## src/rtl/fpss_pkg.sv

```systemverilog
// Shared types and constants of the five-point stencil smoother.
// Depends on nothing; every other file but fpss_ram imports it.
`default_nettype none

package fpss_pkg;

  // Default sizes handed to the top level parameters.
  localparam int MAX_SIDE_DEF    = 1024;
  localparam int SAMPLE_BITS_DEF = 16;

  // Fixed register widths.
  localparam int GAIN_W     = 16;
  localparam int SIDE_CFG_W = 11;
  localparam int CFG_IDX_W  = 2;
  localparam int CFG_DATA_W = 16;

  // Reset values of the registers.
  localparam int                       SIDE_RST  = 1024;
  localparam logic signed [GAIN_W-1:0] NGAIN_RST = 16'sd3277;
  localparam logic signed [GAIN_W-1:0] CGAIN_RST = 16'sd13107;

  // Smallest grid side that has an interior.
  localparam int SIDE_MIN = 3;

  // Q1.15 products carry 30 fractional bits; round at bit 14.
  localparam int FRAC_BITS  = 15;
  localparam int ROUND_BIAS = 16384;

  // Register indexes on the configuration port.
  typedef enum logic [CFG_IDX_W-1:0] {
    CFG_GRID_SIDE     = 2'd0,
    CFG_NEIGHBOR_GAIN = 2'd1,
    CFG_CENTER_GAIN   = 2'd2
  } cfg_reg_t;

  // Control tag of an accepted word, worked out from the raster position.
  typedef struct packed {
    logic first_col;  // column 0: centre comes from the row head register
    logic emit;       // interior point, gives a result
    logic last;       // final interior point of the grid
  } tag_t;

endpackage

`default_nettype wire

```

## src/rtl/fpss_out_if.sv

```systemverilog
// Result channel of the smoother: valid/ready handshake, smoothed value and end-of-grid flag.
// Depends on fpss_pkg for the default sample width.
`default_nettype none

interface fpss_out_if
  import fpss_pkg::*;
#(
  parameter int SAMPLE_BITS = SAMPLE_BITS_DEF
);
  logic                          valid;
  logic                          ready;
  logic signed [SAMPLE_BITS-1:0] smoothed;
  logic                          last_of_grid;

  modport source (output valid, output smoothed, output last_of_grid, input ready);
  modport sink   (input valid, input smoothed, input last_of_grid, output ready);
endinterface

`default_nettype wire

```

## src/rtl/fpss_skid.sv

```systemverilog
// Output register with one skid word, so the pipeline keeps taking words while a result waits.
// Depends on fpss_pkg and the fpss_out_if interface.
`default_nettype none

module fpss_skid
  import fpss_pkg::*;
#(
  parameter int SAMPLE_BITS = SAMPLE_BITS_DEF
) (
  input  wire logic                          clk,
  input  wire logic                          rst_n,
  input  wire logic                          push_v,
  input  wire logic signed [SAMPLE_BITS-1:0] push_smoothed,
  input  wire logic                          push_last,
  output      logic                          stall,
  fpss_out_if.source                         out_ch
);

  logic                          out_v_r;
  logic signed [SAMPLE_BITS-1:0] out_smoothed_r;
  logic                          out_last_r;
  logic                          sk_v_r;
  logic signed [SAMPLE_BITS-1:0] sk_smoothed_r;
  logic                          sk_last_r;
  logic                          out_free;

  assign out_free = !out_v_r || out_ch.ready;

  // Valid flags of the output and skid words.
  always_ff @(posedge clk) begin
    if (!rst_n) begin
      out_v_r <= 1'b0;
      sk_v_r  <= 1'b0;
    end else if (out_free) begin
      out_v_r <= sk_v_r || push_v;
      sk_v_r  <= 1'b0;
    end else if (push_v) begin
      sk_v_r  <= 1'b1;
    end
  end

  // Payload: the skid word goes first once the output frees up.
  always_ff @(posedge clk) begin
    if (out_free) begin
      if (sk_v_r) begin
        out_smoothed_r <= sk_smoothed_r;
        out_last_r     <= sk_last_r;
      end else begin
        out_smoothed_r <= push_smoothed;
        out_last_r     <= push_last;
      end
    end else if (push_v) begin
      sk_smoothed_r <= push_smoothed;
      sk_last_r     <= push_last;
    end
  end

  assign stall               = sk_v_r;
  assign out_ch.valid        = out_v_r;
  assign out_ch.smoothed     = out_smoothed_r;
  assign out_ch.last_of_grid = out_last_r;

endmodule

`default_nettype wire
```

## src/flat_wrapper.sv

```systemverilog
// flat-port wrapper written by rule: the top's interface ports become plain ports
module fpss_skid_flat import fpss_pkg::*;
#(
  parameter int SAMPLE_BITS = SAMPLE_BITS_DEF
)
  (clk, rst_n, push_v, push_smoothed, push_last, stall, out_ch_valid, out_ch_smoothed, out_ch_last_of_grid, out_ch_ready);
  fpss_out_if #(.SAMPLE_BITS(SAMPLE_BITS)) out_ch_i ();
  input  wire logic clk;
  input  wire logic rst_n;
  input  wire logic push_v;
  input  wire logic signed [SAMPLE_BITS-1:0] push_smoothed;
  input  wire logic push_last;
  output      logic stall;
  output wire logic [$bits(out_ch_i.valid)-1:0] out_ch_valid;
  output wire logic [$bits(out_ch_i.smoothed)-1:0] out_ch_smoothed;
  output wire logic [$bits(out_ch_i.last_of_grid)-1:0] out_ch_last_of_grid;
  input wire logic [$bits(out_ch_i.ready)-1:0] out_ch_ready;
  assign out_ch_valid = out_ch_i.valid;
  assign out_ch_smoothed = out_ch_i.smoothed;
  assign out_ch_last_of_grid = out_ch_i.last_of_grid;
  assign out_ch_i.ready = out_ch_ready;
  fpss_skid #(.SAMPLE_BITS(SAMPLE_BITS)) u_core (.clk(clk), .rst_n(rst_n), .push_v(push_v), .push_smoothed(push_smoothed), .push_last(push_last), .stall(stall), .out_ch(out_ch_i));
endmodule
```

## config.mk

```make
export PLATFORM = sky130hd
export DESIGN_NAME = fpss_skid_flat
export DESIGN_NICKNAME = d
export VERILOG_FILES = /design/src/rtl/fpss_pkg.sv /design/src/rtl/fpss_out_if.sv /design/src/rtl/fpss_skid.sv /design/src/flat_wrapper.sv
export SDC_FILE = /design/constraint.sdc
export NUM_CORES = 1
export LEC_CHECK = 0
export BUFFER_PORTS_ARGS = -buffer_cell sky130_fd_sc_hd__buf_2
export CAP_MARGIN = 30
export CORE_ASPECT_RATIO = 1.4
export CORE_MARGIN = 5
export CORE_UTILIZATION = 49
export CTS_CLUSTER_SIZE = 10
export DETAILED_ROUTE_END_ITERATION = 10
export PLACE_DENSITY = 0.76
export SYNTH_ARGS = -nofsm -noshare
export SYNTH_HDL_FRONTEND = slang
export SYNTH_SLANG_ARGS = --single-unit
```

## constraint.sdc

```tcl
create_clock -name clk -period 2.55 [get_ports clk]
set_clock_uncertainty 0.2 [all_clocks]
set_input_delay 0.255 -clock clk [delete_from_list [all_inputs] [get_ports clk]]
set_output_delay 0.255 -clock clk [all_outputs]
set_load 0.02 [all_outputs]
```

Word-level counts from Yosys, hierarchy flattened --
Cells that the tools add are included.
Operators by class: mux-type cells 2, bitwise logic cells 2, reductions and logical operators 5
Operators by type and width (number):
- 16-bit two-way mux | 1
- 1-bit logical OR | 2
- 1-bit inverter | 2
- 2-bit AND reduction | 1
- 2-bit OR reduction | 1
- 1-bit logical NOT | 1
- 1-bit two-way mux | 1
Storage, ports and cells: bits in registers 36, bits of input ports 21, output and inout bits 19, word-level logic and storage cells 15

Longest topological paths before layout --
depth after elaboration 4, depth in mapped cells 4, mapped depth without buffers 2

Least setup slack after synthesis --
No wires, ideal clock.
kind register to register, from register u_core.out_v_r, in the netlist u_core.out_ch.valid, to register u_core.sk_last_r, enable pin, setup time 0.391 ns, data arrival time 1.730 ns, required time 1.959 ns, slack 0.229 ns, cell stages (with the launch flop) 3, buffers on the path 0, period minus slack after synthesis 2.321 ns, path through dfxtp_1 nand2b_1 nor2_1
Between the ends: word-level cells in the longest chain between the ends 4
RTL lines:
- start: declaration | line fpss_skid.sv:19 | logic out_v_r;
- start signal: assignment | line fpss_skid.sv:35 | out_v_r <= sk_v_r || push_v;
- 1-bit logical NOT | line fpss_skid.sv:27 | assign out_free = !out_v_r || out_ch.ready;
- 1-bit logical OR | line fpss_skid.sv:27
- net u_core.out_free | line fpss_skid.sv:25 | logic out_free;
- 1-bit inverter (no source line)
- 2-bit AND reduction (no source line)
- end signal: assignment | line fpss_skid.sv:54 | sk_last_r <= push_last;
- end: declaration | line fpss_skid.sv:24 | logic sk_last_r;
The timed path passes the listed nets, and every way through them passes these cells. A chain may end at the register's enable or synchronous reset.

Worst setup path after layout --
from register u_core.out_v_r, in the netlist u_core.out_ch.valid, to register u_core.sk_smoothed_r[0], enable pin
Between the ends: word-level cells in the longest chain between the ends 4
RTL lines:
- 1-bit logical NOT | line fpss_skid.sv:27
- 1-bit logical OR | line fpss_skid.sv:27
- net u_core.out_free | line fpss_skid.sv:25
- 1-bit inverter (no source line)
- 2-bit AND reduction (no source line)
- end signal: assignment | line fpss_skid.sv:53 | sk_smoothed_r <= push_smoothed;
- end: declaration | line fpss_skid.sv:23 | logic signed [SAMPLE_BITS-1:0] sk_smoothed_r;
The timed path passes the listed nets, and every way through them passes these cells.

==> flow_metrics.tcl <==
set metrics [dict create \
    maxCapViolCount 0 \
    syn_to_final_growth_pct 34.9 \
    tightest_slew_ns 0.532 \
    antenna_found_initial 0 \
    dieArea_sq_um 3940 \
    fmax_mhz 648 \
    holdCritStartpoint "push_v" \
    yosysWarnings 0 \
    vias_per_cell 4.68 \
    ys_seq_elements 36 \
    layout.nets 149 \
    reg2reg_from "u_core.out_ch.valid$_SDFFE_PN0P_" \
    worstSetupStartpointType "flip-flop" \
    synth_cells 61 \
    drtPass1Iterations 2 \
    clock_tree.root_cell "clkbuf_4" \
    drtAntennaViolNets 0 \
    core_sq_um 2640 \
    holdPathStages 3 \
    num_rows 22 \
    cts.sinks 36 \
    ff2ff_path_depth 3 \
    grt-ovfl-total 0 \
    fin_crit_ns 1.54 \
    grt_start_max_net_pins 12 \
    crit_fanout 11 \
    clkLatencyLatePin_ns 0.31 \
    dieWidth_um 54.5 \
    port_buffers 39 \
    p_per_area_nw_per_um2 585 \
    synth_largest_area_cell "edfxtp_1" \
    end_kind "flip-flop" \
    dp_hpwl_mm 1.60 \
    first_iter_violations 11 \
    rsz0062_at_grt "false" \
    rrSetupSlack_ns 1.01 \
    die_h_um 72.3 \
    cts_tree "built" \
    timing.slew.headroom_pct 64.5 \
    synth_area_per_cell_sq_um 22.3 \
    synth-seq-area-share_pct 78.2 \
    finalSetupTns_ns 0 \
    n_fill_cell 203 \
    critPathRequiredTime_ns 2.38 \
    yosysTopAreaCellShare_pct 75.2 \
    setup-violations-final 0 \
    pre_cts_ws_ns 0.914 \
    p_leak_nw 0.737 \
    drc_errors 0 \
    h-tree-depth 2 \
    min_to "u_core.stall$_SDFFE_PP0P_" \
    wl_per_cell_um 13.8 \
    drv_slew 0 \
    syn_area_sq_um 1360 \
    cts_setup_buffers 0 \
    grt_pass1_vias 773 \
    finalCritPeriodShare_pct 60.5 \
    min_path_type "in -> reg" \
    clock_path_buffers 2 \
    synth.distinct_cells 12 \
    ioPinCount 40 \
    track_usage_pct 13.1 \
    start_util_pct 51.4 \
    synth_nets 82 \
    vdd_ir_drop_max_mv 0.404 \
    path_clk_slew_ns 0.09 \
    via_count 767 \
    rr_endpoint "u_core.sk_smoothed_r[0]$_DFFE_PP_" \
    layout_setup_ws_ns 1.01 \
    outcome "finished, final reports clean" \
    drive_above_1_share_pct 53.9 \
    wl_mm 2.26 \
    synthTopCellsByArea "edfxtp_1 (75%), mux2_4 (10%), mux2_2 (6.6%)" \
    gp_congestion 0.681 \
    cp.arrival_ns 1.37 \
    grt_pass1_wl_mm 3.51 \
    crit_type "reg -> reg" \
    finalHoldViolCount 0 \
    cts_buffers 5 \
    antennaDiodeCount 0 \
]
==> cells in the final DEF, fill, tap and decap left out, drive strengths merged <==
| master | count |
|---|---|
| dfxtp | 2 |
| nand2b | 1 |
| inv | 1 |
| nor2 | 2 |
| dlygate4sd3 | 18 |
| a21boi | 1 |
| edfxtp | 34 |
| nor3b | 1 |
| mux2 | 17 |
| clkbuf | 5 |
| clkinv | 2 |
| buf | 44 |
==> cells in the mapped netlist <==
library cell and instances:
mux2_2 8, mux2_4 9, dfxtp_1 2, nand2b_1 1, buf_12 1, nor2_1 1, nor2_2 1, a21boi_0 1
edfxtp_1 34, inv_1 1, nor3b_2 1, buf_6 1
==> through the flow <==
stage | cell area, sq um | util (%) | std cells | hold WS, ns | total power (W)
floorplan | 1360 | - | 61 | 0.154 | 0.000764
global placement | 1610 | 60.8 | 139 | 0.250 | 0.000808
detailed placement | 1610 | 60.8 | 139 | 0.250 | 0.000812
CTS | 1830 | 69.3 | 164 | 0.0522 | 0.00109
global route | 1830 | 69.3 | 164 | 0.0733 | 0.00112
finish | 1830 | 69.3 | 164 | 0.0623 | 0.00107
==> worst max-delay path, stage by stage, from the launching register on <==
cell      delay (ns)
dfxtp_1         0.34
nand2b_1        0.29
nor2_2          0.22
buf_4           0.20
==> power by group <==
group	total, W	switching, W	leakage (nW)	internal (W)
registers	0.000686	0.00000700	0.347	0.000679
clock network	0.000255	0.000159	0.0261	0.0000961
logic	0.000131	0.0000649	0.363	0.0000662
==> kinds of logic (layout without fill, tap and decap cells) <==
logic type	after synthesis	in the layout	share of synthesized area, %
buf+inv	3	70	2.58
compound gates	1	1	0.553
flops	36	36	78.2
simple gates	4	4	2.12
mux	17	17	16.6
==> timing repair <==
action / 4_1_cts / 5_1_grt
hold buffers: 18 / 0
endpoints found under the setup margin: 0 / 0
hold endpoints to repair: 19 / 0
resized for setup: 0 / 0
==> final cells by class <==
class	instances	area (sq um)	area share (%)
timing repair buffer	62	413	22.5
inverter	1	3.75	0.205
sequential	36	1060	57.9
multi-input combinational	22	264	14.4
tap	36	45.0	2.46
clock inverter	2	7.51	0.410
clock buffer	5	37.5	2.05
==> state kept, by name, summed over array words and instances (netlist names) <==
signal,flops
u_core.sk_smoothed_r,16
u_core.stall,1
u_core.out_ch.smoothed,16
u_core.out_ch.valid,1
u_core.sk_last_r,1
u_core.out_ch.last_of_grid,1
==> layer usage <==
metal  vias to the layer above  part of all wire (%)  track usage, %
met5                         -                     0               0
met4                         0                   2.1            8.31
met3                         5                   5.5            3.70
met2                        23                    57            21.7
met1                       368                    35            14.2
li1                        371                     -               -
==> worst max path at each step <==
stage                                         endpoint                              from  slack, ns  cells past startpoint
floorplan                   u_core.sk_last_r$_DFFE_PP_  u_core.out_ch.valid$_SDFFE_PN0P_       0.23                      2
global placement    u_core.sk_smoothed_r[14]$_DFFE_PP_                      out_ch_ready       0.95                      4
detailed placement          u_core.sk_last_r$_DFFE_PP_                      out_ch_ready       0.91                      4
CTS                  u_core.sk_smoothed_r[0]$_DFFE_PP_  u_core.out_ch.valid$_SDFFE_PN0P_       1.01                      3
global route        u_core.sk_smoothed_r[13]$_DFFE_PP_  u_core.out_ch.valid$_SDFFE_PN0P_       0.92                      3
finish               u_core.sk_smoothed_r[0]$_DFFE_PP_  u_core.out_ch.valid$_SDFFE_PN0P_       1.01                      3
No activity file was read; power rests on OpenSTA's default activity.
