<file path="config.mk">
export PLATFORM = sky130hd
export DESIGN_NAME = fpss_calc
export DESIGN_NICKNAME = d
export VERILOG_FILES = /design/src/rtl/fpss_pkg.sv /design/src/rtl/fpss_calc.sv
export SDC_FILE = /design/constraint.sdc
export NUM_CORES = 2
export LEC_CHECK = 0
export ABC_AREA = 1
export BUFFER_PORTS_ARGS = -buffer_cell sky130_fd_sc_hd__buf_2
export CORE_MARGIN = 2
export CORE_UTILIZATION = 65
export CTS_BUF_LIST = sky130_fd_sc_hd__clkbuf_16
export CTS_CLUSTER_SIZE = 8
export DETAILED_ROUTE_END_ITERATION = 10
export GPL_ROUTABILITY_DRIVEN = 0
export HOLD_SLACK_MARGIN = 0.05
export PLACE_DENSITY = 0.83
export SYNTH_ARGS = -nofsm -noshare
export SYNTH_HDL_FRONTEND = slang
export SYNTH_SLANG_ARGS = --single-unit
</file>
<file path="constraint.sdc">
create_clock -name clk -period 10.3 [get_ports clk]
set_input_delay 2.06 -clock clk [delete_from_list [all_inputs] [get_ports clk]]
set_output_delay 2.06 -clock clk [all_outputs]
set_load 0.02 [all_outputs]
</file>
<file path="src/rtl/fpss_pkg.sv">
// Shared types and constants of the five-point stencil smoother.
// Depends on nothing; every other file but fpss_ram imports it.
`default_nettype none

package fpss_pkg;

  // Default sizes handed to the top level parameters.
  localparam int MAX_SIDE_DEF    = 1024;
  localparam int SAMPLE_BITS_DEF = 16;

  // Fixed register widths.
  localparam int GAIN_W     = 16;
  localparam int SIDE_CFG_W = 11;
  localparam int CFG_IDX_W  = 2;
  localparam int CFG_DATA_W = 16;

  // Reset values of the registers.
  localparam int                       SIDE_RST  = 1024;
  localparam logic signed [GAIN_W-1:0] NGAIN_RST = 16'sd3277;
  localparam logic signed [GAIN_W-1:0] CGAIN_RST = 16'sd13107;

  // Smallest grid side that has an interior.
  localparam int SIDE_MIN = 3;

  // Q1.15 products carry 30 fractional bits; round at bit 14.
  localparam int FRAC_BITS  = 15;
  localparam int ROUND_BIAS = 16384;

  // Register indexes on the configuration port.
  typedef enum logic [CFG_IDX_W-1:0] {
    CFG_GRID_SIDE     = 2'd0,
    CFG_NEIGHBOR_GAIN = 2'd1,
    CFG_CENTER_GAIN   = 2'd2
  } cfg_reg_t;

  // Control tag of an accepted word, worked out from the raster position.
  typedef struct packed {
    logic first_col;  // column 0: centre comes from the row head register
    logic emit;       // interior point, gives a result
    logic last;       // final interior point of the grid
  } tag_t;

endpackage

`default_nettype wire

</file>
<file path="src/rtl/fpss_calc.sv">
// Stencil datapath: taps and row-head register, upper row write-back, gain products,
// rounding and saturation. Depends on fpss_pkg.
`default_nettype none

module fpss_calc
  import fpss_pkg::*;
#(
  parameter int SAMPLE_BITS = SAMPLE_BITS_DEF,
  parameter int POS_W       = 10
) (
  input  wire logic                          clk,
  input  wire logic                          rst_n,
  input  wire logic                          en,
  input  wire logic                          restart,
  input  wire logic                          in_acc,
  input  wire logic [POS_W-1:0]              col,
  input  wire tag_t                          tag,
  input  wire logic signed [SAMPLE_BITS-1:0] sample,
  input  wire logic signed [GAIN_W-1:0]      ngain,
  input  wire logic signed [GAIN_W-1:0]      cgain,
  input  wire logic signed [SAMPLE_BITS-1:0] top_rd,
  input  wire logic signed [SAMPLE_BITS-1:0] right_rd,
  output      logic                          up_we,
  output      logic [POS_W-1:0]              up_waddr,
  output      logic signed [SAMPLE_BITS-1:0] up_wdata,
  output      logic                          push_v,
  output      logic signed [SAMPLE_BITS-1:0] push_smoothed,
  output      logic                          push_last
);

  localparam int W      = SAMPLE_BITS;
  localparam int NSUM_W = W + 2;
  localparam int PN_W   = NSUM_W + GAIN_W;
  localparam int PC_W   = W + GAIN_W;
  localparam int ACC_W  = W + 19;
  localparam int RND_W  = ACC_W - FRAC_BITS;
  localparam logic signed [RND_W-1:0] SAT_MAX = RND_W'((64'sd1 <<< (W - 1)) - 64'sd1);
  localparam logic signed [RND_W-1:0] SAT_MIN = -SAT_MAX - RND_W'(1);

  // Stage 1: word waiting for its store reads.
  logic                 s1_v_r;
  tag_t                 s1_tag_r;
  logic [POS_W-1:0]     s1_col_r;
  logic signed [W-1:0]  s1_sample_r;

  // Taps of the middle row and the first sample of the last row.
  logic signed [W-1:0]  left_tap_r, left_tap_nxt;
  logic signed [W-1:0]  center_tap_r, center_tap_nxt;
  logic signed [W-1:0]  row_head_r, row_head_nxt;

  // Stage 2: registered products.
  logic                 s2_v_r;
  logic                 s2_last_r;
  logic signed [PN_W-1:0] prod_n_r;
  logic signed [PC_W-1:0] prod_c_r;

  logic signed [W-1:0]      left, center;
  logic signed [NSUM_W-1:0] nsum;
  logic signed [PN_W-1:0]   prod_n_nxt;
  logic signed [PC_W-1:0]   prod_c_nxt;
  logic                     s1_go;
  logic signed [ACC_W-1:0]  acc;
  logic signed [ACC_W-1:0]  acc_rnd;
  logic signed [RND_W-1:0]  rnd;

  assign s1_go = en && s1_v_r;

  // Neighbourhood of the point one row up from the incoming word.
  always_comb begin
    if (s1_tag_r.first_col) begin
      left   = '0;
      center = row_head_r;
    end else begin
      left   = left_tap_r;
      center = center_tap_r;
    end
    nsum = NSUM_W'(top_rd) + NSUM_W'(s1_sample_r) + NSUM_W'(left) + NSUM_W'(right_rd);
    prod_n_nxt = nsum * ngain;
    prod_c_nxt = center * cgain;
  end

  // Tap movement as the word passes stage 1.
  always_comb begin
    left_tap_nxt   = left_tap_r;
    center_tap_nxt = center_tap_r;
    row_head_nxt   = row_head_r;
    if (restart) begin
      left_tap_nxt   = '0;
      center_tap_nxt = '0;
    end else if (s1_go) begin
      left_tap_nxt   = center;
      center_tap_nxt = right_rd;
      if (s1_tag_r.first_col) begin
        row_head_nxt = s1_sample_r;
      end
    end
  end

  // The centre moves up into the upper row store.
  assign up_we    = s1_go;
  assign up_waddr = s1_col_r;
  assign up_wdata = center;

  always_ff @(posedge clk) begin
    if (!rst_n) begin
      s1_v_r       <= 1'b0;
      s2_v_r       <= 1'b0;
      left_tap_r   <= '0;
      center_tap_r <= '0;
      row_head_r   <= '0;
    end else begin
      left_tap_r   <= left_tap_nxt;
      center_tap_r <= center_tap_nxt;
      row_head_r   <= row_head_nxt;
      if (en) begin
        s1_v_r <= in_acc;
        s2_v_r <= s1_v_r && s1_tag_r.emit;
      end
    end
  end

  // Payload of the pipeline stages.
  always_ff @(posedge clk) begin
    if (en) begin
      s1_tag_r    <= tag;
      s1_col_r    <= col;
      s1_sample_r <= sample;
      s2_last_r   <= s1_tag_r.last;
      prod_n_r    <= prod_n_nxt;
      prod_c_r    <= prod_c_nxt;
    end
  end

  // Sum of products, round to nearest (ties up) and saturate.
  always_comb begin
    acc     = ACC_W'(prod_n_r) + ACC_W'(prod_c_r);
    acc_rnd = acc + ACC_W'(ROUND_BIAS);
    rnd     = acc_rnd[ACC_W-1:FRAC_BITS];
    if (rnd > SAT_MAX) begin
      push_smoothed = SAT_MAX[W-1:0];
    end else if (rnd < SAT_MIN) begin
      push_smoothed = SAT_MIN[W-1:0];
    end else begin
      push_smoothed = rnd[W-1:0];
    end
  end

  assign push_v    = en && s2_v_r;
  assign push_last = s2_last_r;

endmodule

`default_nettype wire

</file>
# == Yosys cells after proc, flatten, opt, wreduce, memory -nomap -nowiden ==
# Cells that the tools add are included.
# op_classes
addsub,5
multipliers,2
order_cmp,2
mux,4
bitwise_logic,2
n_reduce_logical,5
# op_table
op,n
16-bit two-way mux,4
34-bit by 32-bit adder with 35-bit output,1
"35-bit by 16-bit adder with 35-bit output, second input constant",1
18-bit by 16-bit multiplier with 34-bit output,1
16-bit by 16-bit multiplier with 32-bit output,1
"20-bit by 16-bit > comparator with 1-bit output, second input constant",1
"20-bit by 16-bit less-than comparator with 1-bit output, second input constant",1
17-bit by 16-bit adder with 18-bit output,1
18-bit by 16-bit adder with 18-bit output,1
16-bit by 16-bit adder with 17-bit output,1
1-bit logical AND,3
3-bit AND reduction,1
1-bit inverter,2
2-bit OR reduction,1
# word_totals
regBits,146
input_bits,98
out_inout_bits,45
elab_cells,33

# == Longest topological paths before layout ==
# depth
ltp_word,5
ltp_mapped,42
mapped_depth_nobuf,38

# == Worst setup path before layout ==
# Ideal clock, no wire load.
# synth_path
path_kind,input -> register
start,in top_rd[1]
end,reg prod_n_r[29] (data pin)
setup_time_ps,259
arrival_time_ps,9324
required_ps,10041
setup_slack_ps,718
stages,31
n_path_buf,0
cell_sequence,inv_1 fa_1 fa_1 inv_1 ha_1 inv_1 fa_1 nand3b_1 nand2_1 a31oi_1 o21ai_0 or2_1 nand2_2 nor2_1 inv_1 fa_1 inv_1 fa_1 fa_1 fa_1 fa_1 inv_1 fa_1 inv_1 ha_1 a21oi_1 o21ai_0 o21bai_1 a221oi_1 nand2_1 xor2_1
# synth_between
elab_chain_cells,4
# synth_rtl
element,line_no,text
from (decl),fpss_calc.sv:21,"input wire logic signed [SAMPLE_BITS-1:0] top_rd,"
16-bit by 16-bit adder with 17-bit output,fpss_calc.sv:77,nsum = NSUM_W'(top_rd) + NSUM_W'(s1_sample_r) + NSUM_W'(left) + NSUM_W'(right_rd);
17-bit by 16-bit adder with 18-bit output,fpss_calc.sv:77,
18-bit by 16-bit adder with 18-bit output,fpss_calc.sv:77,
18-bit by 16-bit multiplier with 34-bit output,fpss_calc.sv:78,prod_n_nxt = nsum * ngain;
named net prod_n_nxt[29],fpss_calc.sv:59,logic signed [PN_W-1:0] prod_n_nxt;
to (signal assigned),fpss_calc.sv:129,prod_n_r <= prod_n_nxt;
to (decl),fpss_calc.sv:54,logic signed [PN_W-1:0] prod_n_r;
# The timed path passes the listed nets, and every way through them passes these cells.
# A chain may end at the register's enable or synchronous reset.

# == Worst setup path in the final report ==
# layout_path
start,in top_rd[1]
end,reg prod_n_r[31] (data pin)
# The elaborated chain is that of the path after synthesis.

==> results.txt <==
- During I/O placement, the number of pins put on the boundary was 143.
* Post-layout minimum cycle time: 9.87 ns
- Element type at the critical path start: input pin
- The slowest stage of the critical path is the fa_1 cell.
* Pin count of the biggest net entering global routing: 80
* Most common cell in the netlist: inv_1
- In the final layout, the share of cells above drive strength 1 is 0.0766.
- Relative max-transition margin: 0.309
* Worst Path Arrival: 10.16 ns
- Worst reg2reg path endpoint: prod_n_r[28]$_DFFE_PP_
* Number of standard-cell rows in the floorplan: 78
- Number of inserted filler cells in the final layout: 3405
* Max Fclk: 0.101 GHz
- The synthesized netlist occupies a cell area of 0.0295 mm2.
- Final Net Count: 4561
* Main flop type after synthesis: edfxtp_1
- Met2 track demand over resource in global routing: 0.562
- Yosys printed 0 warnings.
- Summing all flip-flop and latch instances after layout gives 0.00388 mm2.
- Yosys attributes the largest share of cell area to fa_1 (40%), inv_1 (11%), ha_1 (11%).
- met2 is the most crowded layer.
- Post-Syn Instances: 3491
- Slew Limit Fails: 0
- Post-detailed-placement half-perimeter wirelength: 63.6 mm
- Summing all multi-input logic gate instances after layout gives 0.0220 mm2.
- CTS built an H-tree with a depth of 4.
- In this run, synthesis produced a sequential element count of 146.
- Summing all non-filler instances in the final layout gives an area of 0.0317 mm2.
- Final hold viol count: 0
- Die area: 0.0472 mm2
- Fraction of the yosys area taken by sequential cells: 0.131
* Largest stage delay, worst path: 0.62 ns
* Cell with the most instances on the worst path: fa_1
- 0 antenna diodes ended up in the layout.
* Kind of critical path: input pin to flop
- Height of the chip: 217 um
* Outcome: finished, final reports clean
- Reg-to-reg critical path startpoint: s1_tag_r[2]$_DFFE_PP_
- Average detailed-routed wire length per instance: 18.0 um
- List of most frequent post-synthesis cells: inv_1 (883), nand2_1 (648), fa_1 (585)
- In this run, synthesis inferred 96 flip-flops with an integrated enable.
- In the global route stage, overall resource usage came out at 0.342.
- The floorplan step defined a core boundary enclosing 0.0451 mm2.
* Endpoint class of the critical path: flop
- Counting flops with an async set or reset pin after synthesis yields a share of 0.
* Vias: 23800
- Clock tree from TritonCTS: yes
- Critical path endpoint: prod_n_r[31]$_DFFE_PP_
* Width of the die: 217 um
* Class of the tightest hold or removal check: flop to flop
* Setup slack, reg-to-reg: 1.55 ns
* Cell type contributing the most total cell area after synthesis: fa_1
- In the global route stage, met3 resource usage came out at 0.0858.
- In the routed design, unresolved DRC markers number 0.
- Number of distinct library cells after synthesis: 50
* Clk_lat worst skew: 0.46 ns
- Critical Path RT: 10.59 ns
* Final std cells w/o fill: 4241
- Max FO, Critical Path: 9
* Clock slew seen by the registers of the worst setup and hold paths: 0.07 ns
- The via count of the first global-routing pass was 25400.
* Area after DPL: 0.0311 mm2
* Number of endpoints failing setup at the final stage: 0
* DR vias/cell: 5.60
- The first detailed-routing pass ran for 7 iterations.
- Post-Syn Area per Cell: 8.46 um2
- Counting tap cells, the placed design contains a total of 4208 instances.
- Synth top area share: 0.397
- Area growth from synthesis to layout: 7.26%
- The first global-routing pass estimated 125 mm of wire.
* Worst clock skew: 0.00996 ns
* Fraction of the cycle the final worst path needs: 0.958
- Summed over all failing endpoints, the final setup total negative slack is 0 ns.
* Critical path launch point: top_rd[1]
- The initial utilization of the core area, before any placement, comes to 0.655.
* Number of max-cap violations: 0
- Clk buf depth: 2
- Routed WL: 76.5 mm
* Root buffer selected by CTS: clkbuf_16
- DRC marker count from the first detailed-route iteration: 2300
- Cts hold-fix bufs: 0
- TritonCTS created 17 clock buffers.
- Once detail routing completed, the nets flagged for antenna violations numbered 0.
* Gr ovfl total: 0
- For the worst flop-to-flop path, the logic depth is 35.
- Setup repair after global routing missed its margin: no
- Input and output buffers added on the ports amount to 142.
- For met1 alone, demand over resource in global routing was 0.425.
- The number of antenna violations at the first check in global routing was 0.
- Clock net sink count: 146
- The number of nets handed over by synthesis was 4424.
- For the pin with the worst max-slew slack, the measured transition is 1.04 ns.
[through the flow]
step,hold WS [ns],util,setup slack [ns]
after detailed placement,0.407,0.690,-0.0378
after floorplan,0.400,-,0.718
after global routing,0.431,0.703,0.0156
final,0.424,0.703,0.430
after global placement,0.402,0.690,0.0697
after CTS,0.422,0.702,0.446
[what timing repair did]
action | in CTS | in global routing
setup buffers | 0 | 1
resized for setup | 0 | 3
setup endpoints to repair | 0 | 3
[worst max-delay path: cells and delay by family]
family,cells,cell delay (ns)
xor+xnor,1,0.22
fa+ha+maj,11,5.08
compound gates,3,0.46
simple gates,8,1.49
buf+inv,7,0.83
[logic make-up after synthesis]
kind of cell / Yosys count / synth area share
XOR/XNOR: 100 / 0.0303
AND/OR/NAND/NOR: 1112 / 0.150
flip-flops: 146 / 0.131
buffers and inverters: 975 / 0.125
adder cells (fa/ha/maj): 835 / 0.502
AO/OA/AOI/OAI: 323 / 0.0614
[final cells by class]
| type | instances | area share |
|---|---|---|
| clock inverters | 15 | 0.00454 |
| flip-flops and latches | 146 | 0.123 |
| clock buffers | 17 | 0.0134 |
| inverters | 901 | 0.107 |
| repair buffers | 192 | 0.0352 |
| multi-input cells | 2370 | 0.694 |
| well taps | 600 | 0.0237 |
[worst min-delay path by stage]
stage	from	endpoint	slack (ns)	cells past startpoint
after CTS	s1_tag_r[0]$_DFFE_PP_	push_last$_DFFE_PP_	0.42	0
after global placement	s1_tag_r[0]$_DFFE_PP_	push_last$_DFFE_PP_	0.40	0
after floorplan	s1_tag_r[0]$_DFFE_PP_	push_last$_DFFE_PP_	0.40	0
final	s1_tag_r[0]$_DFFE_PP_	push_last$_DFFE_PP_	0.42	0
after global routing	s1_tag_r[0]$_DFFE_PP_	push_last$_DFFE_PP_	0.43	0
after detailed placement	s1_tag_r[0]$_DFFE_PP_	push_last$_DFFE_PP_	0.41	0
[cells in the final DEF, fill, tap and decap left out, types with 3 or more instances in the layout]
cell type and n:
a21boi_1 5, inv_6 6, o21bai_1 15, a21o_1 11, nor2_2 4, buf_4 49, nand4_1 12, nor3_2 3
inv_1 882, o21ai_0 93, dfxtp_1 50, inv_2 5, or2_2 13, o21ai_1 6, a31oi_1 4, o21ai_2 10
clkbuf_16 17, edfxtp_1 96, xnor2_1 44, a221oi_1 3, a211oi_1 3, nand2b_1 3, nand3_1 49, nor3_1 17
ha_1 250, nand2_2 11, a21oi_1 157, clkinvlp_4 4, clkinv_1 13, nor2_1 341, buf_2 141, fa_1 585
nand3_2 3, xor2_1 55, nand2_1 648, o21a_1 4
[sequential cells by signal (all words and copies together), names as in the netlist]
name / cells
prod_n_r: 34
prod_c_r: 32
center_tap_r: 16
left_tap_r: 16
row_head_r: 16
s1_sample_r: 16
up_waddr: 10
s1_tag_r: 3
push_last: 1
s1_v_r: 1
s2_v_r: 1
[per-layer routing]
| layer | routed length (um) | vias up |
|---|---|---|
| met5 | 0 | - |
| met3 | 8310 | 364 |
| met2 | 36000 | 1336 |
| met1 | 27700 | 11400 |
| met4 | 4510 | 0 |
| li1 | - | 10600 |
Power is left out: the tool's default activity adds up to more than one toggle a clock period on the data nets, which glitch-free logic cannot reach.
