<file path="config.mk">
export PLATFORM = sky130hd
export DESIGN_NAME = fpss_raster
export DESIGN_NICKNAME = d
export VERILOG_FILES = /design/src/rtl/fpss_pkg.sv /design/src/rtl/fpss_raster.sv
export SDC_FILE = /design/constraint.sdc
export NUM_CORES = 1
export LEC_CHECK = 0
export ABC_AREA = 1
export BUFFER_PORTS_ARGS = -buffer_cell sky130_fd_sc_hd__buf_2
export CAP_MARGIN = 20
export CELL_PAD_IN_SITES_DETAIL_PLACEMENT = 1
export CELL_PAD_IN_SITES_GLOBAL_PLACEMENT = 1
export CORE_ASPECT_RATIO = 1.4
export CORE_MARGIN = 2
export CORE_UTILIZATION = 35
export DETAILED_ROUTE_END_ITERATION = 16
export HOLD_SLACK_MARGIN = 0.15
export PLACE_DENSITY = 0.73
export SLEW_MARGIN = 20
export SYNTH_ARGS = -nofsm -noshare
export SYNTH_HDL_FRONTEND = slang
export SYNTH_SLANG_ARGS = --single-unit
export TNS_END_PERCENT = 1
</file>
<file path="constraint.sdc">
create_clock -name clk -period 1.6 [get_ports clk]
set_clock_uncertainty 0.1 [all_clocks]
set_input_delay 0.16 -clock clk [delete_from_list [all_inputs] [get_ports clk]]
set_output_delay 0.16 -clock clk [all_outputs]
set_load 0.005 [all_outputs]
</file>
<file path="src/rtl/fpss_pkg.sv">
// Shared types and constants of the five-point stencil smoother.
// Depends on nothing; every other file but fpss_ram imports it.
`default_nettype none

package fpss_pkg;

  // Default sizes handed to the top level parameters.
  localparam int MAX_SIDE_DEF    = 1024;
  localparam int SAMPLE_BITS_DEF = 16;

  // Fixed register widths.
  localparam int GAIN_W     = 16;
  localparam int SIDE_CFG_W = 11;
  localparam int CFG_IDX_W  = 2;
  localparam int CFG_DATA_W = 16;

  // Reset values of the registers.
  localparam int                       SIDE_RST  = 1024;
  localparam logic signed [GAIN_W-1:0] NGAIN_RST = 16'sd3277;
  localparam logic signed [GAIN_W-1:0] CGAIN_RST = 16'sd13107;

  // Smallest grid side that has an interior.
  localparam int SIDE_MIN = 3;

  // Q1.15 products carry 30 fractional bits; round at bit 14.
  localparam int FRAC_BITS  = 15;
  localparam int ROUND_BIAS = 16384;

  // Register indexes on the configuration port.
  typedef enum logic [CFG_IDX_W-1:0] {
    CFG_GRID_SIDE     = 2'd0,
    CFG_NEIGHBOR_GAIN = 2'd1,
    CFG_CENTER_GAIN   = 2'd2
  } cfg_reg_t;

  // Control tag of an accepted word, worked out from the raster position.
  typedef struct packed {
    logic first_col;  // column 0: centre comes from the row head register
    logic emit;       // interior point, gives a result
    logic last;       // final interior point of the grid
  } tag_t;

endpackage

`default_nettype wire

</file>
<file path="src/rtl/fpss_raster.sv">
// Configuration registers and raster position counters of the smoother.
// Depends on fpss_pkg; tags every accepted word with its place in the grid.
`default_nettype none

module fpss_raster
  import fpss_pkg::*;
#(
  parameter int MAX_SIDE = MAX_SIDE_DEF,
  parameter int POS_W    = $clog2(MAX_SIDE)
) (
  input  wire logic                     clk,
  input  wire logic                     rst_n,
  input  wire logic                     cfg_we,
  input  wire logic [CFG_IDX_W-1:0]     cfg_index,
  input  wire logic [CFG_DATA_W-1:0]    cfg_wdata,
  input  wire logic                     in_acc,
  output      logic [POS_W-1:0]         col,
  output      tag_t                     tag,
  output      logic                     restart,
  output      logic signed [GAIN_W-1:0] ngain,
  output      logic signed [GAIN_W-1:0] cgain
);

  // Reset side, clamped to the supported range.
  localparam int RST_SIDE    = (SIDE_RST > MAX_SIDE) ? MAX_SIDE : SIDE_RST;
  localparam int RST_SIDE_M1 = RST_SIDE - 1;

  logic [POS_W-1:0]         col_r, col_nxt;
  logic [POS_W-1:0]         row_r, row_nxt;
  logic [POS_W-1:0]         side_m1_r, side_m1_nxt;
  logic signed [GAIN_W-1:0] ngain_r, ngain_nxt;
  logic signed [GAIN_W-1:0] cgain_r, cgain_nxt;
  logic [31:0]              side_req;
  logic [31:0]              side_clamped;
  logic                     side_wr;

  // Clamp a requested side to the range the stores can hold.
  always_comb begin
    side_req = 32'(cfg_wdata[SIDE_CFG_W-1:0]);
    if (side_req < 32'(SIDE_MIN)) begin
      side_clamped = 32'(SIDE_MIN);
    end else if (side_req > 32'(MAX_SIDE)) begin
      side_clamped = 32'(MAX_SIDE);
    end else begin
      side_clamped = side_req;
    end
  end

  // Register writes and position advance.
  always_comb begin
    side_m1_nxt = side_m1_r;
    ngain_nxt   = ngain_r;
    cgain_nxt   = cgain_r;
    col_nxt     = col_r;
    row_nxt     = row_r;
    side_wr     = 1'b0;

    if (in_acc) begin
      if (col_r == side_m1_r) begin
        col_nxt = '0;
        row_nxt = (row_r == side_m1_r) ? '0 : row_r + 1'b1;
      end else begin
        col_nxt = col_r + 1'b1;
      end
    end

    if (cfg_we) begin
      case (cfg_reg_t'(cfg_index))
        CFG_GRID_SIDE: begin
          side_wr     = 1'b1;
          side_m1_nxt = POS_W'(side_clamped - 32'd1);
          col_nxt     = '0;
          row_nxt     = '0;
        end
        CFG_NEIGHBOR_GAIN: begin
          ngain_nxt = cfg_wdata;
        end
        CFG_CENTER_GAIN: begin
          cgain_nxt = cfg_wdata;
        end
        default: begin
        end
      endcase
    end
  end

  always_ff @(posedge clk) begin
    if (!rst_n) begin
      col_r     <= '0;
      row_r     <= '0;
      side_m1_r <= POS_W'(RST_SIDE_M1);
      ngain_r   <= NGAIN_RST;
      cgain_r   <= CGAIN_RST;
    end else begin
      col_r     <= col_nxt;
      row_r     <= row_nxt;
      side_m1_r <= side_m1_nxt;
      ngain_r   <= ngain_nxt;
      cgain_r   <= cgain_nxt;
    end
  end

  // Tag of the word at the current position.
  always_comb begin
    tag.first_col = (col_r == '0);
    tag.emit      = (row_r > POS_W'(1)) && (col_r != '0) && (col_r != side_m1_r);
    tag.last      = (row_r == side_m1_r) && (col_r == side_m1_r - 1'b1);
  end

  assign col     = col_r;
  assign restart = side_wr;
  assign ngain   = ngain_r;
  assign cgain   = cgain_r;

endmodule

`default_nettype wire

</file>
# Word level (Yosys, flattened, before mapping)
# Index checks and enable logic that the tools add are counted.
word_totals:
  reg_bits: 62
  in_bits: 22
  out_inout_bits: 46
  word_cells: 40
op_classes:
  add_sub_neg: 4
  order_cmp: 3
  eq_ne: 6
  mux: 13
  n_reduce_logical: 9
op_table:
  columns: ["operator", "n"]
  rows:
  - ["$mux W10", 11]
  - ["$eq A10 B10 Y1", 3]
  - ["$add A10 B1 Y10 const B", 2]
  - ["$sub A10 B1 Y10 const B", 2]
  - ["$gt A11 B11 Y1 const B", 1]
  - ["$lt A11 B2 Y1 const B", 1]
  - ["$gt A10 B1 Y1 const B", 1]
  - ["$logic_not A10 Y1", 1]
  - ["$ne A10 B10 Y1", 1]
  - ["$reduce_bool A10 Y1", 1]
  - ["$reduce_and A2 Y1", 3]
  - ["$logic_and A1 B1 Y1", 3]
  - ["$eq A2 B1 Y1 const B", 1]
  - ["$eq A2 B2 Y1 const B", 1]
  - ["$logic_not A2 Y1", 1]
  - ["$mux W1", 2]

# Longest topological paths before layout
# Gate-level depths: netlist of run 1.
logic_depth:
  ltp_word: 6
  mapped_depth: 13

# Worst setup path before layout of run 1
# OpenSTA, ideal clock, no wires.
synth_path:
  path_kind: "input to register"
  from: "input cfg_wdata[10]"
  to: "register side_m1_r[8]"
  arrival_time_ps: 1489
  required_ps: 1386
  setup_slack_ps: -103
  cell_stages: 12
  path_buffers: 1
  path_cell_list: "clkinv_1 o21bai_2 buf_6 a21boi_0 ha_1 nand2_1 inv_1 nand3_1 nand2_1 nand2_1 o21bai_1 inv_1"
synth_via:
  elab_chain_cells: 4
  elab_cells_between_ends: 5
synth_rtl:
  columns: ["item", "line", "rtl"]
  rows:
  - ["start, declared", "fpss_raster.sv:15", "input wire logic [CFG_DATA_W-1:0] cfg_wdata,"]
  - ["$gt A11 B11 Y1", "fpss_raster.sv:42", "end else if (side_req > 32'(MAX_SIDE)) begin"]
  - ["$mux W10", "fpss_raster.sv:42", null]
  - ["$mux W10 *", "fpss_raster.sv:40", "if (side_req < 32'(SIDE_MIN)) begin"]
  - ["$sub A10 B1 Y10 *", "fpss_raster.sv:71", "side_m1_nxt = POS_W'(side_clamped - 32'd1);"]
  - ["end signal, assigned", "fpss_raster.sv:91", "side_m1_r <= POS_W'(RST_SIDE_M1);"]
  - ["end signal, assigned", "fpss_raster.sv:97", "side_m1_r <= side_m1_nxt;"]
  - ["end, declared", "fpss_raster.sv:30", "logic [POS_W-1:0] side_m1_r, side_m1_nxt;"]
# Every way passes the cells marked *; elsewhere a longest branch is shown, timed or not.
# A chain may end at the register's enable or synchronous reset.

==> results of run 1 <==
[logic make-up (layout without fill, tap and decap cells)]
group	count (synthesis)	after routing	share of synthesized area
adder cells (fa/ha/maj)	7	7	0.02497
buffers and inverters	70	232	0.08062
XOR/XNOR	30	30	0.07920
AND/OR/NAND/NOR	261	261	0.3329
AO/OA/AOI/OAI	84	84	0.1284
flip-flops	62	62	0.3539
[what timing repair did]
item	CTS	global route
cloned	0	0
hold buffers	19	0
pin swaps	8	6
setup endpoints to repair	23	30
gates resized for setup	25	20
buffers inserted	1	0
hold endpoints to repair	29	0
[power by group through the flow]
stage                     combinational (mW)  clock [mW]  sequential, mW
final                                  0.654        1.80            1.68
after global routing                   0.731        1.90            1.68
after CTS                              0.644        1.83            1.67
after detailed placement               0.592           0            1.70
after global placement                 0.573           0            1.70
after floorplan                        0.301           0            1.70
[synth_stat cells (all sizes together), types with 2 or more instances]
cell type	instances	area [µm²]
xnor2	10	102.6
o211ai	2	15.01
nor4	4	40.04
nor3	14	75.07
xor2	20	175.2
o21ai	44	220.2
nor3b	2	15.01
clkbuf	8	30.03
nor2	61	259.0
inv	54	202.7
a31oi	2	12.51
buf	7	46.29
a22oi	2	15.01
nand3	46	245.2
o22ai	2	12.51
nand4	4	25.02
nand2	128	495.5
o21bai	2	18.77
a21oi	29	148.9
ha	7	87.58
dfxtp	62	1241
[critical path: stages (launching register included)]
cell,delay [ps]
dfxtp_2,320
buf_4,140
xnor2_2,130
buf_4,140
nor2_1,100
o21ai_1,80
nor3_2,170
nand3_1,100
nor2_1,80
buf_2,110
[area by class of cell]
class | count | share of cell area
Clock buffer | 9 | 0.04395
Sequential cell | 62 | 0.2449
Inverter | 55 | 0.04053
Tap cell | 135 | 0.03296
Timing Repair Buffer | 161 | 0.2156
Multi-Input combinational cell | 382 | 0.4124
Clock inverter | 7 | 0.009766
[state kept, by name (all words and copies together) (netlist names)]
register   cells
side_m1_r     10
col           10
row_r         10
cgain         16
ngain         16
[metal layers]
layer,part of all wire,routed length [µm]
met1,0.38,4771
met2,0.57,7105
met3,0.029,364
met4,0.024,300
met5,0,0
[how the worst max path moves through the flow]
stage | start | end | slack (ps)
2_1_floorplan | side_m1_r[0] | tag[0] | -30
3_3_place_gp | cfg_wdata[6] | side_m1_r[8] | -170
3_5_place_dp | cfg_wdata[6] | side_m1_r[8] | -270
4_1_cts | side_m1_r[1] | tag[0] | -390
5_1_grt | side_m1_r[1] | tag[0] | -510
6_report | side_m1_r[0] | tag[0] | -360
[through the flow]
step / hold slack (ps) / cells / utilization / setup slack [ps] / area [µm²]
after global routing: 222.3 / 811 / 0.5205 / -507.1 / 5125
after CTS: 168.4 / 811 / 0.5142 / -390.1 / 5062
after global placement: 274.9 / 775 / 0.4583 / -171.1 / 4512
after floorplan: 173.2 / 514 / - / -34.07 / 3516
final: 168.1 / 811 / 0.5205 / -361.6 / 5125
after detailed placement: 289.4 / 775 / 0.4583 / -269.7 / 4512
==> results.sh, run 1 <==
export IMPL_outcome="complete, but fails checks"
export IMPL_violations="setup timing"
export IMPL_synth_enable_flop_cells=0
export IMPL_part_of_the_power_in_registers=0.406
export IMPL_static_leak_nw=2.377
export IMPL_hpwl_um=9274
export IMPL_cts_root_buf="clkbuf_16"
export IMPL_worstReg2RegEnd="row_r[0]"
export IMPL_grt_first_pass_wirelength_um=20100
export IMPL_internal_power_mw=2.964
export IMPL_met3_usage=0.03497
export IMPL_synth_cells=514
export IMPL_timing_hold_worst_path_depth=4
export IMPL_worst_r2r_path_depth=10
export IMPL_syn_area_per_cell_um2=6.823
export IMPL_synth_main_ff_cell="dfxtp_1"
export IMPL_clock_slew_seen_by_the_registers_of_the_worst_setup_and_hold_paths_ps=50
export IMPL_boundaryPins=68
export IMPL_netlist_area_um2=3507
export IMPL_worst_setup_start_kind="flip-flop"
export IMPL_clock_insertion_delay_worst_skew_ps=330
export IMPL_multiInputGateArea_um2=2113
export IMPL_track_usage=0.2400
export IMPL_swShare=0.2819
export IMPL_area_growth_synth_to_final_pct=46.13
export IMPL_worst_ep_arrival_time_ps=1700
export IMPL_cts_tree="built"
export IMPL_dieWidth_um=88.60
export IMPL_antenna_cells=0
export IMPL_postRouteWirelength_um=12540
export IMPL_max_cap_violations=0
export IMPL_detail_route_vias_per_cell=4.920
export IMPL_fillCellCount=1298
export IMPL_placementRows=43
export IMPL_hold_path_startpoint="cfg_wdata[4]"
export IMPL_whs_endpoint="ngain[4]"
export IMPL_ctsLongestPathBuffers=2
export IMPL_layout_cells_most_common="nand2_1"
export IMPL_power_frac_comb=0.159
export IMPL_synth_seq_cells=62
export IMPL_routed_wirelength_normalized_by_instance_count_um=15.46
export IMPL_sequential_cell_area_um2=1255
export IMPL_replace_congestion=0.8427
export IMPL_ys_warnings_count=0
export IMPL_power_clock_fraction=0.435
export IMPL_max_freq_mhz=509.8
export IMPL_setup_tns_final_ps=-1515
export IMPL_route_antenna_remaining_nets=0
export IMPL_die_span_y_um=122.4
export IMPL_buffer_ports_inserted=67
export IMPL_cts_max_level=3
export IMPL_timing_final_max_slew_violations=0
export IMPL_grt_max_degree=27
export IMPL_period_needed_ps=1962
export IMPL_path_class="reg2out"
export IMPL_first_drt_iteration_drcs=108
export IMPL_groute_layer_met1_usage=0.2476
export IMPL_antenna_found_initial=0
export IMPL_synth_yosys_seq_area_share=0.3539
export IMPL_synth_lib_cells_used_distinct=38
export IMPL_worst_vdd_drop_mv=0.4863
export IMPL_setup_viol=15
export IMPL_timing_hold_violations_final=0
export IMPL_power_switching_mw=1.163
export IMPL_period_share=1.226
export IMPL_gr_max_usage_layer="met2"
export IMPL_number_of_clock_sinks=62
export IMPL_timing_final_ws_setup_ps=-361.6
export IMPL_synth_fp_nets=543
export IMPL_cp_end_kind="primary output"
export IMPL_drcViolationCount=0
export IMPL_fp_coreArea_um2=9846
export IMPL_unrepaired_setup_endpoints_after_global_routing="yes"
export IMPL_max_slew_margin_rel=0.7830
export IMPL_timing_critical_path_fanout_max=2
export IMPL_detailedRoute_firstPassIterationCount=4
export IMPL_asyncSetResetFlopFracSynth=0
export IMPL_grt_pass1_vias=4207
export IMPL_num_vias=3990
export IMPL_worstPathRequired_ps=1340
export IMPL_cts_buffers=9
export IMPL_reg2reg_slack_ps=-110
export IMPL_design_die_area_um2=10850
export IMPL_mostFrequentLayoutCells="nand2_1 (125), buf_4 (73), buf_2 (67)"
export IMPL_met2_usage=0.4723
export IMPL_layout_drive_gt1_share=0.3180
export IMPL_floorplan_initialDensity=0.3562
export IMPL_p_total_mw=4.127
export IMPL_worst_slew_pin_slew_ps=322.1
export IMPL_hold_path_class="in2reg"
export IMPL_power_per_cell_area_nw_per_um2=805.3
export IMPL_grt_overflow_total=0
export IMPL_regToRegStartpoint="side_m1_r[1]"
export IMPL_total_number_of_nets_in_the_final_design=700
Note: power is estimated with default switching activity, not from simulation.
==> run 2, diff against run 1 <==
--- a/config.mk
+++ b/config.mk
@@ -5,14 +5,13 @@
 export SDC_FILE = /design/constraint.sdc
 export NUM_CORES = 1
 export LEC_CHECK = 0
-export ABC_AREA = 1
 export BUFFER_PORTS_ARGS = -buffer_cell sky130_fd_sc_hd__buf_2
 export CAP_MARGIN = 20
 export CELL_PAD_IN_SITES_DETAIL_PLACEMENT = 1
 export CELL_PAD_IN_SITES_GLOBAL_PLACEMENT = 1
 export CORE_ASPECT_RATIO = 1.4
 export CORE_MARGIN = 2
-export CORE_UTILIZATION = 35
+export CORE_UTILIZATION = 36
 export DETAILED_ROUTE_END_ITERATION = 16
 export HOLD_SLACK_MARGIN = 0.15
 export PLACE_DENSITY = 0.73
==> results.sh, run 2 <==
export IMPL_cp_endpoint="row_r[5]"
export IMPL_timing_final_ws_setup_ps=-975.8
export IMPL_layout_cells_most_common="nand2_1"
export IMPL_max_cap_violations=0
export IMPL_yosys_top_cells_count="nand2_1 (88), dfxtp_1 (62), nor2_1 (31)"
export IMPL_antenna_found_initial=0
export IMPL_cts_tree="built"
export IMPL_design_die_area_um2=9976
export IMPL_boundaryPins=68
export IMPL_routedLengthMet1_um=4713
export IMPL_first_drt_iteration_drcs=146
export IMPL_hold_path_class="in2reg"
export IMPL_netlist_area_um2=3306
export IMPL_synth_fp_nets=453
export IMPL_dr_wl_met2_um=7438
export IMPL_synth_lib_cells_used_distinct=47
export IMPL_synth_main_ff_cell="dfxtp_1"
export IMPL_drcViolationCount=0
export IMPL_timing_critical_path_fanout_max=3
export IMPL_detailedRoute_firstPassIterationCount=4
export IMPL_cp_end_kind="flip-flop"
export IMPL_worst_r2r_path_depth=6
export IMPL_final_design_area_no_fill_um2=5000
export IMPL_setup_viol=29
export IMPL_synth_yosys_seq_area_share=0.3755
export IMPL_worst_setup_start_kind="flip-flop"
export IMPL_worst_ep_arrival_time_ps=2740
export IMPL_fin_worst_hold_slack_ps=159.7
export IMPL_synth_top_cells_by_area="dfxtp_1 (38%), nand2_1 (10%), xnor2_1 (6.1%)"
export IMPL_slowest_cell_on_the_critical_path="or4b_4"
export IMPL_multiInputGateArea_um2=2092
export IMPL_max_freq_mhz=388.2
export IMPL_route_antenna_remaining_nets=0
export IMPL_num_vias=3770
export IMPL_routed_wirelength_normalized_by_instance_count_um=19.21
export IMPL_mostFrequentLayoutCells="nand2_1 (88), buf_4 (86), buf_2 (67)"
export IMPL_max_slew_margin_rel=0.7216
export IMPL_route_met3_wl_um=526
export IMPL_grt_pass1_vias=4094
export IMPL_outcome="complete, but fails checks"
export IMPL_period_share=1.610
export IMPL_layout_drive_gt1_share=0.3526
export IMPL_critical_path_startpoint="side_m1_r[4]"
export IMPL_worst_slew_pin_slew_ps=417.6
export IMPL_clock_slew_seen_by_the_registers_of_the_worst_setup_and_hold_paths_ps=60
export IMPL_layoutNonFillerInstCount=694
export IMPL_cts_max_level=3
export IMPL_violations="setup timing"
export IMPL_timing_final_max_slew_violations=0
export IMPL_total_number_of_nets_in_the_final_design=611
export IMPL_sequential_cell_area_um2=1244
export IMPL_ys_warnings_count=0
export IMPL_cts_root_buf="clkbuf_16"
export IMPL_period_needed_ps=2576
export IMPL_synth_cells=424
export IMPL_replace_congestion=0.8761
export IMPL_clock_insertion_delay_worst_skew_ps=340
export IMPL_hpwl_um=8638
export IMPL_fillCellCount=1111
export IMPL_grt_first_pass_wirelength_um=20580
export IMPL_placementRows=41
export IMPL_floorplan_initialDensity=0.3682
export IMPL_dieWidth_um=84.99
export IMPL_ctsLongestPathBuffers=2
export IMPL_synth_most_common_cell="nand2_1"
export IMPL_number_of_clock_sinks=62
export IMPL_detail_route_vias_per_cell=5.432
export IMPL_worst_vdd_drop_mv=0.6365
export IMPL_area_growth_synth_to_final_pct=51.25
export IMPL_placed_cells_incl_taps=660
export IMPL_synth_largest_type_area_fraction=0.3755
export IMPL_cts_buffers=9
export IMPL_asyncSetResetFlopFracSynth=0
export IMPL_worstPathRequired_ps=1760
export IMPL_syn_area_per_cell_um2=7.796
export IMPL_buffer_ports_inserted=67
export IMPL_pre_cts_slack_ps=-949.4
export IMPL_static_leak_nw=2.209
export IMPL_crit_path_max_cell_delay_ps=570
export IMPL_place_area_um2=4339
export IMPL_die_span_y_um=117.4
export IMPL_power_per_cell_area_nw_per_um2=835.8
export IMPL_cell_taking_the_most_area_after_synthesis="dfxtp_1"
export IMPL_grt_max_degree=44
export IMPL_antenna_cells=0
export IMPL_unrepaired_setup_endpoints_after_global_routing="yes"
export IMPL_reg2reg_slack_ps=-980
export IMPL_fp_coreArea_um2=8977
export IMPL_timing_hold_violations_final=0
export IMPL_track_usage=0.2597
export IMPL_path_class="reg2reg"
export IMPL_synth_seq_cells=62
export IMPL_grt_overflow_total=0
export IMPL_worstPathCellList="xor2_1, or4b_4, or4_4, or2_4, or3_4, a21oi_4"
export IMPL_regToRegStartpoint="side_m1_r[4]"
export IMPL_topRoutingLayerUsed="met4"
export IMPL_synth_enable_flop_cells=0
export IMPL_postRouteWirelength_um=13330
export IMPL_worstReg2RegEnd="row_r[5]"
run 2: routing by layer:
layer | vias up | track usage
met4 | 0 | 0.1339
met1 | 1843 | 0.2581
met3 | 39 | 0.05771
met5 | - | 0
li1 | 1781 | -
met2 | 107 | 0.4873
run 2: how the worst min path moves through the flow:
stage / from / end / slack, ps / depth (start not counted)
final: cfg_wdata[2] / cgain[2] / 160 / 4
after CTS: cfg_wdata[1] / ngain[1] / 160 / 4
after detailed placement: cfg_wdata[11] / ngain[11] / 300 / 3
after global placement: cfg_wdata[11] / ngain[11] / 290 / 3
after global routing: cfg_wdata[1] / ngain[1] / 170 / 4
after floorplan: cfg_wdata[0] / cgain[0] / 180 / 2
run 2: timing repair:
action / in CTS / in global routing
setup buffers: 0 / 2
hold buffers: 16 / 0
gates resized for setup: 25 / 15
endpoints found under the setup margin: 30 / 31
pin swaps: 6 / 5
endpoints found under the hold margin: 27 / 0
run 2: cell type report:
class                      count  share of cell area
tap                          107             0.02678
multi-input combinational    328              0.4184
clock buffer                  11             0.05055
inverter                       9            0.007257
timing repair buffer         172              0.2367
clock inverter                 5             0.01151
sequential                    62              0.2487
run 2: power by group:
group	switching [mW]	leakage [nW]	internal, mW
Combinational	0.279	1.56	0.253
Clock	0.736	0.144	1.29
Sequential	0.0315	0.505	1.59
run 2: cell families after synthesis:
| kind of cell | share of synthesized area |
|---|---|
| XOR/XNOR | 0.1060 |
| AND/OR/NAND/NOR | 0.3202 |
| adder cells (fa/ha/maj) | 0.02649 |
| flip-flops | 0.3755 |
| buffers and inverters | 0.04125 |
| multiplexers | 0.006056 |
| AO/OA/AOI/OAI | 0.1245 |
run 2: stage by stage:
step,setup TNS [ps],total power [mW],utilization
2_1_floorplan,-18110,1.852,-
3_3_place_gp,-18620,2.092,0.4833
3_5_place_dp,-20650,2.109,0.4833
4_1_cts,-16950,4.176,0.5468
5_1_grt,-19010,4.331,0.5569
6_report,-17310,4.179,0.5569
run 2: critical path, delay by kind of cell (launching register included):
family | cells | cell delay, ps
AND/OR/NAND/NOR | 4 | 1700
XOR/XNOR | 1 | 180
AO/OA/AOI/OAI | 1 | 180
flip-flops | 1 | 330
==> run 3, diff against run 2 <==
--- a/config.mk
+++ b/config.mk
@@ -14,8 +14,8 @@
 export CORE_UTILIZATION = 36
 export DETAILED_ROUTE_END_ITERATION = 16
 export HOLD_SLACK_MARGIN = 0.15
+export MAX_ROUTING_LAYER = met4
 export PLACE_DENSITY = 0.73
-export SLEW_MARGIN = 20
 export SYNTH_ARGS = -nofsm -noshare
 export SYNTH_HDL_FRONTEND = slang
 export SYNTH_SLANG_ARGS = --single-unit
==> results.sh, run 3 (synthesis gave the netlist of run 2 again) <==
export IMPL_outcome="complete, but fails checks"
export IMPL_violations="setup timing"
export IMPL_topRoutingLayerUsed="met4"
export IMPL_grt_overflow_total=0
export IMPL_clock_slew_seen_by_the_registers_of_the_worst_setup_and_hold_paths_ps=60
export IMPL_total_number_of_nets_in_the_final_design=611
export IMPL_dieWidth_um=84.99
export IMPL_unrepaired_setup_endpoints_after_global_routing="yes"
export IMPL_replace_congestion=0.8906
export IMPL_cts_tree="built"
export IMPL_sequential_cell_area_um2=1244
export IMPL_max_cap_violations=0
export IMPL_timing_hold_worst_path_depth=4
export IMPL_cp_num_buf_inv=0
export IMPL_cts_root_buf="clkbuf_16"
export IMPL_cts_buffers=9
export IMPL_power_per_cell_area_nw_per_um2=837.4
export IMPL_worst_r2r_path_depth=6
export IMPL_floorplan_initialDensity=0.3682
export IMPL_routed_wirelength_normalized_by_instance_count_um=19.27
export IMPL_period_needed_ps=2579
export IMPL_ctsLongestPathBuffers=2
export IMPL_design_die_area_um2=9976
export IMPL_setup_viol=29
export IMPL_detail_route_vias_per_cell=5.484
export IMPL_multiInputGateArea_um2=2092
export IMPL_layout_cells_most_common="nand2_1"
export IMPL_max_slew_margin_rel=0.7186
export IMPL_boundaryPins=68
export IMPL_worst_ep_arrival_time_ps=2740
export IMPL_postRouteWirelength_um=13370
export IMPL_die_span_y_um=117.4
export IMPL_mostFrequentLayoutCells="nand2_1 (88), buf_4 (86), buf_2 (67)"
export IMPL_max_freq_mhz=387.8
export IMPL_antenna_cells=0
export IMPL_timing_hold_violations_final=0
export IMPL_cts_max_level=3
export IMPL_part_of_the_power_in_registers=0.388
export IMPL_dr_wl_met2_um=7503
export IMPL_grt_max_degree=44
export IMPL_path_depth=6
export IMPL_buffer_ports_inserted=67
export IMPL_crit_family="simple AND/OR/NAND/NOR gates"
export IMPL_cp_end_kind="flip-flop"
export IMPL_worstPathRequired_ps=1760
export IMPL_antenna_found_initial=0
export IMPL_worstPathCellList="xor2_1, or4b_4, or4_4, or2_4, or3_4, a21oi_4"
export IMPL_worst_vdd_drop_mv=0.6372
export IMPL_crit_path_max_cell_delay_ps=570
export IMPL_route_met3_wl_um=499
export IMPL_track_usage=0.2668
export IMPL_power_switching_mw=1.055
export IMPL_placementRows=41
export IMPL_place_area_um2=4339
export IMPL_path_class="reg2reg"
export IMPL_static_leak_nw=2.209
export IMPL_fin_worst_hold_slack_ps=164.7
export IMPL_setup_tns_final_ps=-17250
export IMPL_grt_pass1_vias=4101
export IMPL_first_drt_iteration_drcs=98
export IMPL_drcViolationCount=0
export IMPL_detailedRoute_firstPassIterationCount=4
export IMPL_number_of_clock_sinks=62
export IMPL_area_growth_synth_to_final_pct=51.25
export IMPL_timing_critical_path_fanout_max=3
export IMPL_num_vias=3806
export IMPL_slowest_cell_on_the_critical_path="or4b_4"
export IMPL_hold_path_class="in2reg"
export IMPL_timing_final_ws_setup_ps=-978.9
export IMPL_timing_final_max_slew_violations=0
export IMPL_power_frac_comb=0.128
export IMPL_grt_first_pass_wirelength_um=20560
export IMPL_period_share=1.612
export IMPL_hpwl_um=8638
export IMPL_fillCellCount=1111
export IMPL_final_design_area_no_fill_um2=5000
export IMPL_worst_slew_pin_slew_ps=422.1
export IMPL_routedLengthMet1_um=4746
export IMPL_internal_power_mw=3.132
export IMPL_route_antenna_remaining_nets=0
export IMPL_power_clock_fraction=0.485
export IMPL_worst_setup_start_kind="flip-flop"
export IMPL_fp_coreArea_um2=8977
export IMPL_clock_insertion_delay_worst_skew_ps=340
export IMPL_swShare=0.2520
export IMPL_layout_drive_gt1_share=0.3526
## run 3: cell counts in the layout (fill, tap and decap cells not counted)
Identical to the previous run, type by type.
## run 3: what timing repair did
action | CTS | global route
setup endpoints to repair | 30 | 31
hold buffers | 16 | 0
resized for setup | 25 | 15
pin swaps | 6 | 5
setup buffers | 0 | 2
hold endpoints to repair | 27 | 0
## run 3: tightest hold or removal path: stages
cell and delay [ps]:
buf_2 110, buf_4 150, nand2_1 50, a21boi_0 70
## run 3: final timing paths
| check | slack, ps | startpoint | endpoint |
|---|---|---|---|
| worst max-delay path | -980 | side_m1_r[4] | row_r[5] |
| worst min-delay path | 160 | cfg_wdata[2] | cgain[2] |
| worst max register to register | -980 | side_m1_r[4] | row_r[5] |
| worst min register to register | 360 | cgain[14] | cgain[14] |
## run 3: power groups by stage
stage	logic (mW)	clock network (mW)	registers [mW]
3_3_place_gp	0.441	0	1.65
2_1_floorplan	0.195	0	1.66
6_report	0.534	2.03	1.62
5_1_grt	0.579	2.12	1.63
4_1_cts	0.504	2.05	1.62
3_5_place_dp	0.456	0	1.65
## run 3: metal layers
metal	global-route usage	up-vias
met4	0.1339	0
met2	0.4878	118
li1	-	1777
met1	0.2590	1874
met5	-	-
met3	0.05489	37
## run 3: area by class of cell
class                           count  share of cell area
Inverter                            9            0.007257
Multi-Input combinational cell    328              0.4184
Timing Repair Buffer              172              0.2367
Clock inverter                      5             0.01151
Clock buffer                       11             0.05055
Sequential cell                    62              0.2487
Tap cell                          107             0.02678
## run 3: through the flow
stage                     power [mW]  instances  worst slack, ps    util
final                          4.187        694           -978.9  0.5569
after global routing           4.331        694           -993.9  0.5569
after CTS                      4.176        692           -939.2  0.5468
after detailed placement       2.109        660           -949.4  0.4833
after global placement         2.092        660           -804.3  0.4833
after floorplan                1.852        424           -938.4       -
